### config.mk
export PLATFORM = sky130hd
export DESIGN_NAME = pressed_key_set_tracker_top_flat
export DESIGN_NICKNAME = d
export VERILOG_FILES = /design/src/rtl/pkst_pkg.sv /design/src/rtl/pkst_op_if.sv /design/src/rtl/pkst_res_if.sv /design/src/rtl/pkst_cell.sv /design/src/rtl/pressed_key_set_tracker_top.sv /design/src/flat_wrapper.sv
export SDC_FILE = /design/constraint.sdc
export NUM_CORES = 1
export LEC_CHECK = 0
export ABC_AREA = 0
export BUFFER_PORTS_ARGS = -buffer_cell sky130_fd_sc_hd__buf_2
export CAP_MARGIN = 0
export CORE_ASPECT_RATIO = 1.1
export CORE_MARGIN = 2
export CORE_UTILIZATION = 50
export DETAILED_ROUTE_END_ITERATION = 12
export GPL_ROUTABILITY_DRIVEN = 0
export PLACE_DENSITY = 0.72
export SYNTH_ARGS = -nofsm -noshare
export SYNTH_HDL_FRONTEND = slang
export SYNTH_SLANG_ARGS = --single-unit
export TNS_END_PERCENT = 30
### constraint.sdc
create_clock -name clk -period 3.6 [get_ports clk]
set_input_delay 0.18 -clock clk [delete_from_list [all_inputs] [get_ports clk]]
set_output_delay 0.18 -clock clk [all_outputs]
set_load 0.01 [all_outputs]
### src/rtl/pkst_pkg.sv
package pkst_pkg;

	localparam int MAX_ENTRIES = 6;
	localparam int KEY_BITS    = 8;
	localparam int CNT_W       = $clog2(MAX_ENTRIES + 1);

	localparam int OPCODE_BITS   = 2;
	localparam int KEY_CODE_BITS = 8;
	localparam int COUNT_BITS    = 3;

	typedef enum logic [OPCODE_BITS-1:0] {
		OP_PRESS   = 2'd0,
		OP_RELEASE = 2'd1,
		OP_QUERY   = 2'd2,
		OP_RSVD    = 2'd3
	} opcode_t;

	typedef logic [KEY_BITS-1:0] key_t;
	typedef logic [CNT_W-1:0]    count_t;

	typedef struct packed {
		logic add;
		logic remove;
	} cell_ctrl_t;

endpackage

### src/rtl/pkst_op_if.sv
interface pkst_op_if
	import pkst_pkg::*;
();
	logic                     valid;
	logic                     ready;
	logic [OPCODE_BITS-1:0]   opcode;
	logic [KEY_CODE_BITS-1:0] key_code;

	modport source (output valid, output opcode, output key_code, input ready);
	modport sink   (input valid, input opcode, input key_code, output ready);
endinterface

### src/rtl/pkst_res_if.sv
interface pkst_res_if
	import pkst_pkg::*;
();
	logic                  valid;
	logic                  ready;
	logic                  was_present;
	logic [COUNT_BITS-1:0] entry_count;
	logic                  press_dropped;

	modport source (output valid, output was_present, output entry_count,
		output press_dropped, input ready);
	modport sink   (input valid, input was_present, input entry_count,
		input press_dropped, output ready);
endinterface

### src/rtl/pkst_cell.sv
module pkst_cell
	import pkst_pkg::*;
(
	input  logic       clk,
	input  logic       arst_n,
	input  cell_ctrl_t ctrl,
	input  key_t       key,
	input  logic       prev_valid,
	input  logic       next_valid,
	input  key_t       next_key,
	input  logic       hit_in,
	output logic       hit_out,
	output logic       valid,
	output key_t       key_out
);
	logic valid_q;
	key_t key_q;
	logic match;
	logic take_new;
	logic take_next;

	assign match     = valid_q && (key_q == key);
	assign hit_out   = hit_in | match;
	assign take_new  = ctrl.add && prev_valid && !valid_q;
	assign take_next = ctrl.remove && hit_out;

	// close the gap: every cell at or after the hit takes its neighbor's entry
	always_ff @(posedge clk or negedge arst_n) begin
		if (!arst_n) begin
			valid_q <= 1'b0;
		end else if (take_new) begin
			valid_q <= 1'b1;
		end else if (take_next) begin
			valid_q <= next_valid;
		end
	end

	always_ff @(posedge clk) begin
		if (take_new) begin
			key_q <= key;
		end else if (take_next) begin
			key_q <= next_key;
		end
	end

	assign valid   = valid_q;
	assign key_out = key_q;
endmodule

### src/rtl/pressed_key_set_tracker_top.sv
// channel  | dir | handshake     | payload
// op_ch    | in  | valid / ready | opcode[1:0], key_code[7:0]
// res_ch   | out | valid / ready | was_present, entry_count[2:0], press_dropped
//
// One item per cycle: the lookup ripples through the row of cells and the
// count update completes in the cycle of the transfer; the result is registered and shown in the next cycle.
// op_ch.ready is high while the result register is empty or being taken.
// A stalled result holds; no item is taken until it leaves.
// Reset empties the table and the result register.
module pressed_key_set_tracker_top
	import pkst_pkg::*;
(
	input  logic       clk,
	input  logic       arst_n,
	pkst_op_if.sink    op_ch,
	pkst_res_if.source res_ch
);
	logic                   accept;
	logic                   present;
	logic                   full;
	key_t                   key;
	opcode_t                op;
	cell_ctrl_t             ctrl;
	logic [MAX_ENTRIES-1:0] valid_vec;
	key_t                   key_vec [MAX_ENTRIES];
	logic [MAX_ENTRIES:0]   hit;

	logic   res_valid_q;
	logic   was_present_q;
	logic   dropped_q;
	count_t count_q;

	assign key     = KEY_BITS'(op_ch.key_code);
	assign op      = opcode_t'(op_ch.opcode);
	assign accept  = op_ch.valid && op_ch.ready;
	assign present = hit[MAX_ENTRIES];
	assign full    = valid_vec[MAX_ENTRIES-1];
	assign hit[0]  = 1'b0;

	assign ctrl.add    = accept && (op == OP_PRESS) && !present;
	assign ctrl.remove = accept && (op == OP_RELEASE) && present;

	for (genvar i = 0; i < MAX_ENTRIES; i++) begin : g_cell
		logic prev_v;
		logic next_v;
		key_t next_k;

		if (i == 0) begin : g_first
			assign prev_v = 1'b1;
		end else begin : g_rest
			assign prev_v = valid_vec[i-1];
		end

		if (i == MAX_ENTRIES - 1) begin : g_last
			assign next_v = 1'b0;
			assign next_k = key_vec[i];
		end else begin : g_mid
			assign next_v = valid_vec[i+1];
			assign next_k = key_vec[i+1];
		end

		pkst_cell u_cell (
			.clk        (clk),
			.arst_n     (arst_n),
			.ctrl       (ctrl),
			.key        (key),
			.prev_valid (prev_v),
			.next_valid (next_v),
			.next_key   (next_k),
			.hit_in     (hit[i]),
			.hit_out    (hit[i+1]),
			.valid      (valid_vec[i]),
			.key_out    (key_vec[i])
		);
	end

	always_ff @(posedge clk or negedge arst_n) begin
		if (!arst_n) begin
			count_q <= '0;
		end else if (ctrl.add && !full) begin
			count_q <= count_q + count_t'(1);
		end else if (ctrl.remove) begin
			count_q <= count_q - count_t'(1);
		end
	end

	always_ff @(posedge clk or negedge arst_n) begin
		if (!arst_n) begin
			res_valid_q <= 1'b0;
		end else if (accept) begin
			res_valid_q <= 1'b1;
		end else if (res_ch.ready) begin
			res_valid_q <= 1'b0;
		end
	end

	always_ff @(posedge clk) begin
		if (accept) begin
			was_present_q <= present;
			dropped_q     <= ctrl.add && full;
		end
	end

	assign op_ch.ready          = !res_valid_q || res_ch.ready;
	assign res_ch.valid         = res_valid_q;
	assign res_ch.was_present   = was_present_q;
	assign res_ch.entry_count   = COUNT_BITS'(count_q);
	assign res_ch.press_dropped = dropped_q;

	a_count_matches_cells: assert property (@(posedge clk) disable iff (!arst_n)
		$countones(valid_vec) == int'(count_q))
		else $error("count out of step with occupied cells");

	a_cells_packed: assert property (@(posedge clk) disable iff (!arst_n)
		(valid_vec & (valid_vec + MAX_ENTRIES'(1))) == '0)
		else $error("occupied cells not packed at the head of the row");

	a_drop_only_when_full: assert property (@(posedge clk) disable iff (!arst_n)
		res_valid_q && dropped_q |-> count_q == count_t'(MAX_ENTRIES))
		else $error("press dropped with room in the table");

	a_release_shrinks: assert property (@(posedge clk) disable iff (!arst_n)
		ctrl.remove |=> count_q == $past(count_q) - count_t'(1))
		else $error("release of a present key did not shrink the table");
endmodule

### src/flat_wrapper.sv
// flat-port wrapper written by rule: the top's interface ports become plain ports
module pressed_key_set_tracker_top_flat import pkst_pkg::*;
  (clk, arst_n, op_ch_valid, op_ch_opcode, op_ch_key_code, op_ch_ready, res_ch_valid, res_ch_was_present, res_ch_entry_count, res_ch_press_dropped, res_ch_ready);
  pkst_op_if op_ch_i ();
  pkst_res_if res_ch_i ();
  input  logic clk;
  input  logic arst_n;
  input wire logic [$bits(op_ch_i.valid)-1:0] op_ch_valid;
  input wire logic [$bits(op_ch_i.opcode)-1:0] op_ch_opcode;
  input wire logic [$bits(op_ch_i.key_code)-1:0] op_ch_key_code;
  output wire logic [$bits(op_ch_i.ready)-1:0] op_ch_ready;
  output wire logic [$bits(res_ch_i.valid)-1:0] res_ch_valid;
  output wire logic [$bits(res_ch_i.was_present)-1:0] res_ch_was_present;
  output wire logic [$bits(res_ch_i.entry_count)-1:0] res_ch_entry_count;
  output wire logic [$bits(res_ch_i.press_dropped)-1:0] res_ch_press_dropped;
  input wire logic [$bits(res_ch_i.ready)-1:0] res_ch_ready;
  assign op_ch_i.valid = op_ch_valid;
  assign op_ch_i.opcode = op_ch_opcode;
  assign op_ch_i.key_code = op_ch_key_code;
  assign op_ch_ready = op_ch_i.ready;
  assign res_ch_valid = res_ch_i.valid;
  assign res_ch_was_present = res_ch_i.was_present;
  assign res_ch_entry_count = res_ch_i.entry_count;
  assign res_ch_press_dropped = res_ch_i.press_dropped;
  assign res_ch_i.ready = res_ch_ready;
  pressed_key_set_tracker_top u_core (.clk(clk), .arst_n(arst_n), .op_ch(op_ch_i), .res_ch(res_ch_i));
endmodule
* Yosys cells after proc, flatten, opt, wreduce, memory -nomap -nowiden *
Cells that the tools add are included.

cells by class
  reduce and logical (&&, ||, !) cells = 48
  add/sub/neg operators = 2
  muxes and demuxes = 26
  bitwise gates (word level) = 5
  equal/unequal tests = 7

operators with widths
  operator                                           count
  2-to-1 mux 8 bit                                   10
  == test 8 bit                                      6
  logical AND 1 bit                                  30
  nonzero test 2 bit                                 8
  2-to-1 mux 1 bit                                   14
  zero test 1 bit                                    8
  2-to-1 mux 3 bit                                   2
  bitwise OR 1 bit                                   5
  adder 3 x 1 -> 3 bit (second input constant)       1
  subtractor 3 x 1 -> 3 bit (second input constant)  1
  == test 2 x 1 -> 1 bit (second input constant)     1
  zero test 2 bit                                    1
  logical OR 1 bit                                   1

word-level totals
  word-level logic and storage cells = 104
  register bits = 60

* Longest topological paths before layout *
Gate-level depths: netlist of run 1.

  depth in word-level cells = 12
  mapped depth = 13

* By module *
From an unflattened synthesis of run 1, not the netlist that was laid out.

unflattened totals
  cells, all modules = 247
  area total of the unflattened synthesis = 3477.1 um^2

by module, submodules not included
  module                       cells an instance  sequential area each (um^2)  area an instance (um^2)  instances
  pkst_cell                    37                 265.3                        525.5                    6
  pressed_key_set_tracker_top  25                 160.2                        324.1                    1

* Worst setup path before layout of run 1 *
Ideal clock, no wire load.

  kind = reg-to-reg
  from = reg u_core.res_valid_q (netlist: u_core.res_ch.valid)
  to = reg u_core.g_cell[3].u_cell.key_q[0] (enable)
  path buffers = 1
  cell stages (with the launch flop) = 6
  arrival time = 2.165 ns
  library setup time = 0.384 ns
  data required time = 3.216 ns
  slack = 1.051 ns
  path through = dfrtp_1 nand2b_1 nand3b_1 buf_2 or4b_2 o21ai_0

between the ends
  cells in the longest elaborated chain, start to end = 8
  elaborated cells on any way between the ends = 11
  classes of those cells = 11 x reduce/logical

ends and longest elaborated chain
  element                                line                                RTL
  from (decl)                            pressed_key_set_tracker_top.sv:28   logic res_valid_q;
  from (signal assigned)                 pressed_key_set_tracker_top.sv:89   res_valid_q <= 1'b0;
  from (signal assigned)                 pressed_key_set_tracker_top.sv:91   res_valid_q <= 1'b1;
  from (signal assigned)                 pressed_key_set_tracker_top.sv:93   res_valid_q <= 1'b0;
  zero test 1 bit *                      pressed_key_set_tracker_top.sv:104  assign op_ch.ready = !res_valid_q || res_ch.ready;
  logical OR 1 bit *                     pressed_key_set_tracker_top.sv:104
  via op_ch_ready                        flat_wrapper.sv:11                  output wire logic [$bits(op_ch_i.ready)-1:0] op_ch_ready;
  logical AND 1 bit *                    pressed_key_set_tracker_top.sv:35   assign accept = op_ch.valid && op_ch.ready;
  logical AND 1 bit (2 in series)        pressed_key_set_tracker_top.sv:40   assign ctrl.add = accept && (op == OP_PRESS) && !present;
  logical AND 1 bit (2 in series)        pkst_cell.sv:24                     assign take_new = ctrl.add && prev_valid && !valid_q;
  nonzero test 2 bit (no source line) *  --
  to (signal assigned)                   pkst_cell.sv:40                     key_q <= key;
  to (signal assigned)                   pkst_cell.sv:42                     key_q <= next_key;
  to (decl)                              pkst_cell.sv:17                     key_t key_q;

Mark *: on every way through the listed nets, which the timed path passes. The rest lies on a longest branch.
A chain may end at the register's enable or synchronous reset.

* Worst setup path in the final report of run 1 *
  from = reg u_core.res_valid_q (netlist: u_core.res_ch.valid)
  to = reg u_core.g_cell[3].u_cell.key_q[6] (enable)

between the ends
  cells in the longest elaborated chain, start to end = 8
  elaborated cells on any way between the ends = 11
  classes of those cells = 11 x reduce/logical

ends and longest elaborated chain
  element                                line
  zero test 1 bit *                      pressed_key_set_tracker_top.sv:104
  logical OR 1 bit *                     pressed_key_set_tracker_top.sv:104
  logical AND 1 bit *                    pressed_key_set_tracker_top.sv:35
  logical AND 1 bit (2 in series)        pressed_key_set_tracker_top.sv:40
  logical AND 1 bit (2 in series)        pkst_cell.sv:24
  nonzero test 2 bit (no source line) *  --

Mark *: on every way between the ends. The rest lies on a longest branch, timed or not.

==> qor.yml, run 1 <==
clock_network:
  cts-root-buf: "clkbuf_8"
  cts_setup_buffers: 0
  htree_num_levels: 3
  cts_buffer_depth: 2
  clk_pin_slew_ns: 0.06
  clk_latency_ns: 0.34
  cts_buffers: 9
  cts_tree: "yes"
  clock-sinks: 60
yosys:
  syn_nets: 272
  synth_ff_type: "edfxtp_1"
  postSynthAreaPerCell_sq_um: 13.2
  ys_ff_latch: 60
  ys_seq_area_share_pct: 51.6
  yosysWarnings: 0
  synth_cells: 257
  netlist_area_sq_um: 3390
  postSynth.asyncResetShare_pct: 16.7
  synth_enable_flop_cells: 50
  synth_cell_type_count: 47
global_routing:
  grt_max_degree: 13
  grt_pass1_wl_mm: 9.98
  grt_overflow: 0
  grt_pass1_vias: 2011
  antenna_found_initial: 0
  grt_usage_pct: 17.9
power_and_ir_drop:
  power_density_nw_per_um2: 449
  ir_drop_mv: 0.292
  cellLeakagePower_nw: 1.31
run:
  drv_cap: 0
placed_design:
  port_buffers: 20
  pre_cts_slack_ns: 0.805
  dp_hpwl_mm: 4.53
sta:
  finalSetupTns_ns: 0
  hold_viol_final: 0
  slew_viol_final: 0
  setup_viol: 0
  rsz0062_at_grt: "no"
  fmax_ghz: 0.356
  worst_pin_slew_ns: 1.07
  maxSlewHeadroom_pct: 28.0
  period_share_pct: 78.0
  finalCriticalPeriod_ns: 2.81
  final.setup.worst_slack_ns: 0.794
  worst_clock_skew_ns: 0.00721
worst_setup_path:
  end_kind: "register"
  critPathRequiredTime_ns: 3.55
  cp_slowest_cell: "o21ai_0"
  timing.rr.start: "u_core.res_ch.valid"
  worstPathCellList: "nand2b_1 -> nand3b_1 -> or4b_2 -> o21ai_0"
  path_max_fanout: 12
  cp-startpoint: "u_core.res_ch.valid"
  critPathLaunchType: "register"
  crit_type: "reg -> reg"
  critPathMaxStageDelay_ns: 0.86
  arrival_ns: 2.76
die:
  dieArea_sq_um: 7460
  die_width_um: 82.5
  rows: 31
  core_sq_um: 6590
  fp.dieH_um: 90.4
  io_pins: 21
  start_util_pct: 51.4
routing:
  wl_mm: 6.05
  ant_nets: 0
  routed_via_density: 5.62
  drc: 0
  drt_iter0_drc: 99
  dr_total_vias: 2044
  wire_per_inst_um: 16.6
  firstDrtPassIters: 4
outcome:
  status: "finished clean"
cells_and_area:
  diodes: 0
  final_common_cell: "edfxtp_1"
  layout_common_cells: "edfxtp_1, mux2_2, xor2_1"
  nets: 292
  synthToLayoutAreaGrowth_pct: 10.3
  post_route_cells_drive_above_1_share_pct: 30.9
min_path:
  hold_path_class: "in -> reg"
  worstHoldStart: "op_ch_valid"
registers in the layout, summed over array words and instances (netlist names):
register	cells
u_core.res_ch.valid	1
u_core.res_ch.entry_count	3
u_core.res_ch.press_dropped	1
u_core.res_ch.was_present	1
u_core.g_cell.u_cell.valid	6
u_core.g_cell.u_cell.key_out	48
repair_timing:
action | CTS | global route
gates resized for setup | 0 | 0
hold buffers | 1 | 0
hold endpoints to repair | 10 | 0
worst max-delay path: cells and delay by family, from the launching register on:
family,cells,cell delay (ns)
AOI/OAI and AO/OA,1,0.86
DFF,1,0.37
and+or+nand+nor,3,1.19
final cells by class:
type	instances	area, sq um
sequential	60	1750
fill	546	2850
clock inverter	6	78.8
multi-input combinational	181	1550
clock buffer	10	128
timing repair buffer	23	125
inverter	2	7.51
tap	82	103
cells in the mapped netlist (4+ instances only):
cell	n	area [sq um]
xor2_1	29	254
o21ai_0	5	25.0
nor2_1	6	22.5
nor3_1	9	45.0
buf_4	8	60.1
nand4_1	5	31.3
dfrtp_1	10	250
mux2_2	38	428
nand3_1	6	30.0
nor4_1	4	25.0
edfxtp_1	50	1500
clkbuf_1	5	18.8
nand2_1	7	26.3
xnor2_1	19	166
metal layers:
metal | vias up | global-route usage, % | wire length (um)
li1 | 1006 | - | -
met1 | 996 | 22.9 | 2590
met2 | 34 | 29.6 | 3220
met3 | 8 | 3.60 | 147
met4 | 0 | 6.97 | 99
met5 | - | 0 | 0
cell families (layout without fill, tap and decap cells):
group	count (synthesis)	after routing	synth area share [%]
XOR/XNOR	48	48	12.4
buffers and inverters	16	41	2.69
AND/OR/NAND/NOR	64	64	13.6
adder cells (fa/ha/maj)	1	1	0.590
multiplexers	40	40	13.3
flip-flops	60	60	51.6
AO/OA/AOI/OAI	28	28	5.83
path summary, 6_finish.rpt:
path,end,slack [ns],cells past startpoint
worst max-delay path,u_core.g_cell[3].u_cell.key_out[6],0.79,4
worst min-delay path,u_core.res_ch.valid,0.06,2
worst max register to register,u_core.g_cell[3].u_cell.key_out[6],0.79,4
worst min register to register,u_core.res_ch.valid,0.56,2
max in group asynchronous,u_core.g_cell[4].u_cell.valid,3.18,2
min in group asynchronous,u_core.g_cell[1].u_cell.valid,0.23,2
through the flow:
| stage | hold slack, ns | utilization [%] | instances | cell area, sq um | power [mW] |
|---|---|---|---|---|---|
| 2_1_floorplan | -0.116 | - | 257 | 3390 | 0.992 |
| 3_3_place_gp | 0.0556 | 53.5 | 347 | 3530 | 1.05 |
| 3_5_place_dp | 0.0562 | 53.5 | 347 | 3530 | 1.05 |
| 4_1_cts | 0.0527 | 56.8 | 364 | 3740 | 1.69 |
| 5_1_grt | 0.0625 | 56.8 | 364 | 3740 | 1.74 |
| 6_report | 0.0616 | 56.8 | 364 | 3740 | 1.68 |
report_power, final:
group	switching, mW	internal [mW]
clock network	0.255	0.384
logic	0.101	0.101
registers	0.0461	0.792
total	0.402	1.28
Note: power is estimated with default switching activity, not from simulation.
==> run 2: changes to the inputs <==
- clock period: 3.6 -> 2.9 ns (I/O delays scaled with it)
==> qor.yml, run 2 (same netlist as run 1, synthesis figures left out) <==
outcome:
  status: "finished clean"
global_routing:
  grt_pass1_vias: 2083
  grt_overflow: 0
  antenna_found_initial: 0
  grt_usage_pct: 18.8
  grt_max_degree: 13
  grt_pass1_wl_mm: 10.5
worst_setup_path:
  path_max_fanout: 7
  critPathMostFrequentCell: "and4_1"
  critPathLaunchType: "register"
  arrival_ns: 2.90
  critPathMaxStageDelay_ns: 0.44
  end_kind: "register"
  crit_type: "reg -> reg"
  critPathRequiredTime_ns: 3.11
  worstPathCellList: "xor2_1 -> nor4_1 -> nand4_1 -> and4_1 -> nand3_1 -> fa_1 -> and4_1 -> a311o_1"
  cp-startpoint: "u_core.g_cell[4].u_cell.key_out[4]"
  cp_slowest_cell: "fa_1"
  timing.rr.start: "u_core.g_cell[4].u_cell.key_out[4]"
cells_and_area:
  nets: 296
  largest_reg_flops: 48
  final_util_pct: 56.6
  post_route_cells_drive_above_1_share_pct: 31.5
  fillers: 559
  post_layout_nonfiller_instances: 368
  final_common_cell: "edfxtp_1"
  layout_common_cells: "edfxtp_1, mux2_2, xor2_1"
  synthToLayoutAreaGrowth_pct: 9.96
  diodes: 0
min_path:
  worstHoldStart: "op_ch_valid"
  hold_path_class: "in -> reg"
clock_network:
  cts-root-buf: "clkbuf_8"
  clk_pin_slew_ns: 0.07
  cts_tree: "yes"
  cts_setup_buffers: 0
  clk_latency_ns: 0.34
  cts_buffer_depth: 2
  holdBufCountCts: 1
  cts_resized: 0
  cts_buffers: 9
  htree_num_levels: 3
  clock-sinks: 60
placed_design:
  dp_hpwl_mm: 4.51
  dp_cells: 351
  port_buffers: 20
routing:
  wl_mm: 6.19
  routed_via_density: 5.68
  drt_iter0_drc: 152
  ant_nets: 0
  dr_total_vias: 2089
  wire_per_inst_um: 16.8
  firstDrtPassIters: 4
  drc: 0
sta:
  slew_viol_final: 0
  rsz0062_at_grt: "no"
  maxSlewHeadroom_pct: 29.4
  period_share_pct: 92.5
  worst_pin_slew_ns: 1.05
  fmax_ghz: 0.373
  worst_clock_skew_ns: 0.00866
  hold_viol_final: 0
  finalCriticalPeriod_ns: 2.68
  setup_viol: 0
  finalSetupTns_ns: 0
power_and_ir_drop:
  power_density_nw_per_um2: 519
  cellLeakagePower_nw: 1.31
  pwr-share-comb_pct: 13.2
  power_frac_clock_pct: 33.0
  ir_drop_mv: 0.324
  p_switching_mw: 0.495
  seq_power_share_pct: 53.8
  switching_share_pct: 25.6
  intPower_mw: 1.44
die:
  die_width_um: 82.5
  rows: 31
  core_sq_um: 6590
  fp.dieH_um: 90.4
  start_util_pct: 51.4
  io_pins: 21
  dieArea_sq_um: 7460
run:
  drv_cap: 0
run 2: cell type report:
class                      count  area [sq um]  area share, %
sequential                    60          1750           47.0
multi-input combinational    181          1550           41.5
timing repair buffer          27           155           4.16
clock buffer                  13           149           3.99
tap                           82           103           2.75
clock inverter                 3          15.0          0.403
inverter                       2          7.51          0.201
run 2: final timing paths:
| check | cells after the start | to | slack, ns |
|---|---|---|---|
| max in group asynchronous | 2 | u_core.res_ch.entry_count[0] | 2.46 |
| min reg2reg | 2 | u_core.res_ch.valid | 0.57 |
| max reg2reg | 8 | u_core.res_ch.entry_count[1] | 0.22 |
| min | 2 | u_core.res_ch.valid | 0.03 |
| min in group asynchronous | 2 | u_core.res_ch.valid | 0.22 |
| max | 8 | u_core.res_ch.entry_count[1] | 0.22 |
run 2: power by group through the flow:
stage / sequential (mW) / clock (mW) / combinational, mW
4_1_cts: 1.04 / 0.650 / 0.258
3_3_place_gp: 1.05 / 0 / 0.248
2_1_floorplan: 1.05 / 0 / 0.182
6_report: 1.04 / 0.639 / 0.255
3_5_place_dp: 1.06 / 0 / 0.255
5_1_grt: 1.05 / 0.677 / 0.283
run 2: worst max-delay path: cells and delay by family (launching register included):
| kind | cells | cell delay [ns] |
|---|---|---|
| compound gates | 1 | 0.26 |
| xor+xnor | 1 | 0.16 |
| fa+ha+maj | 1 | 0.44 |
| flops | 1 | 0.43 |
| simple gates | 5 | 1.25 |
run 2: routing by layer:
layer  track usage [%]  up-vias  wire length [um]  part of all wire [%]
met4              8.47        0               156                   2.5
li1                  -     1017                 -                     -
met1              24.9     1019              2700                    44
met2              30.3       41              3140                    51
met5                 0        -                 0                     0
met3              2.40       12               186                   3.0
run 2: metrics by stage:
step           total power [mW]  worst slack [ns]  hold slack (ns)  instance area (sq um)
2_1_floorplan              1.23             0.351           -0.151                   3390
3_3_place_gp               1.30             0.314           0.0210                   3560
3_5_place_dp               1.31             0.246           0.0247                   3560
4_1_cts                    1.95             0.230           0.0176                   3730
5_1_grt                    2.01            0.0236           0.0611                   3730
6_report                   1.93             0.217           0.0254                   3730
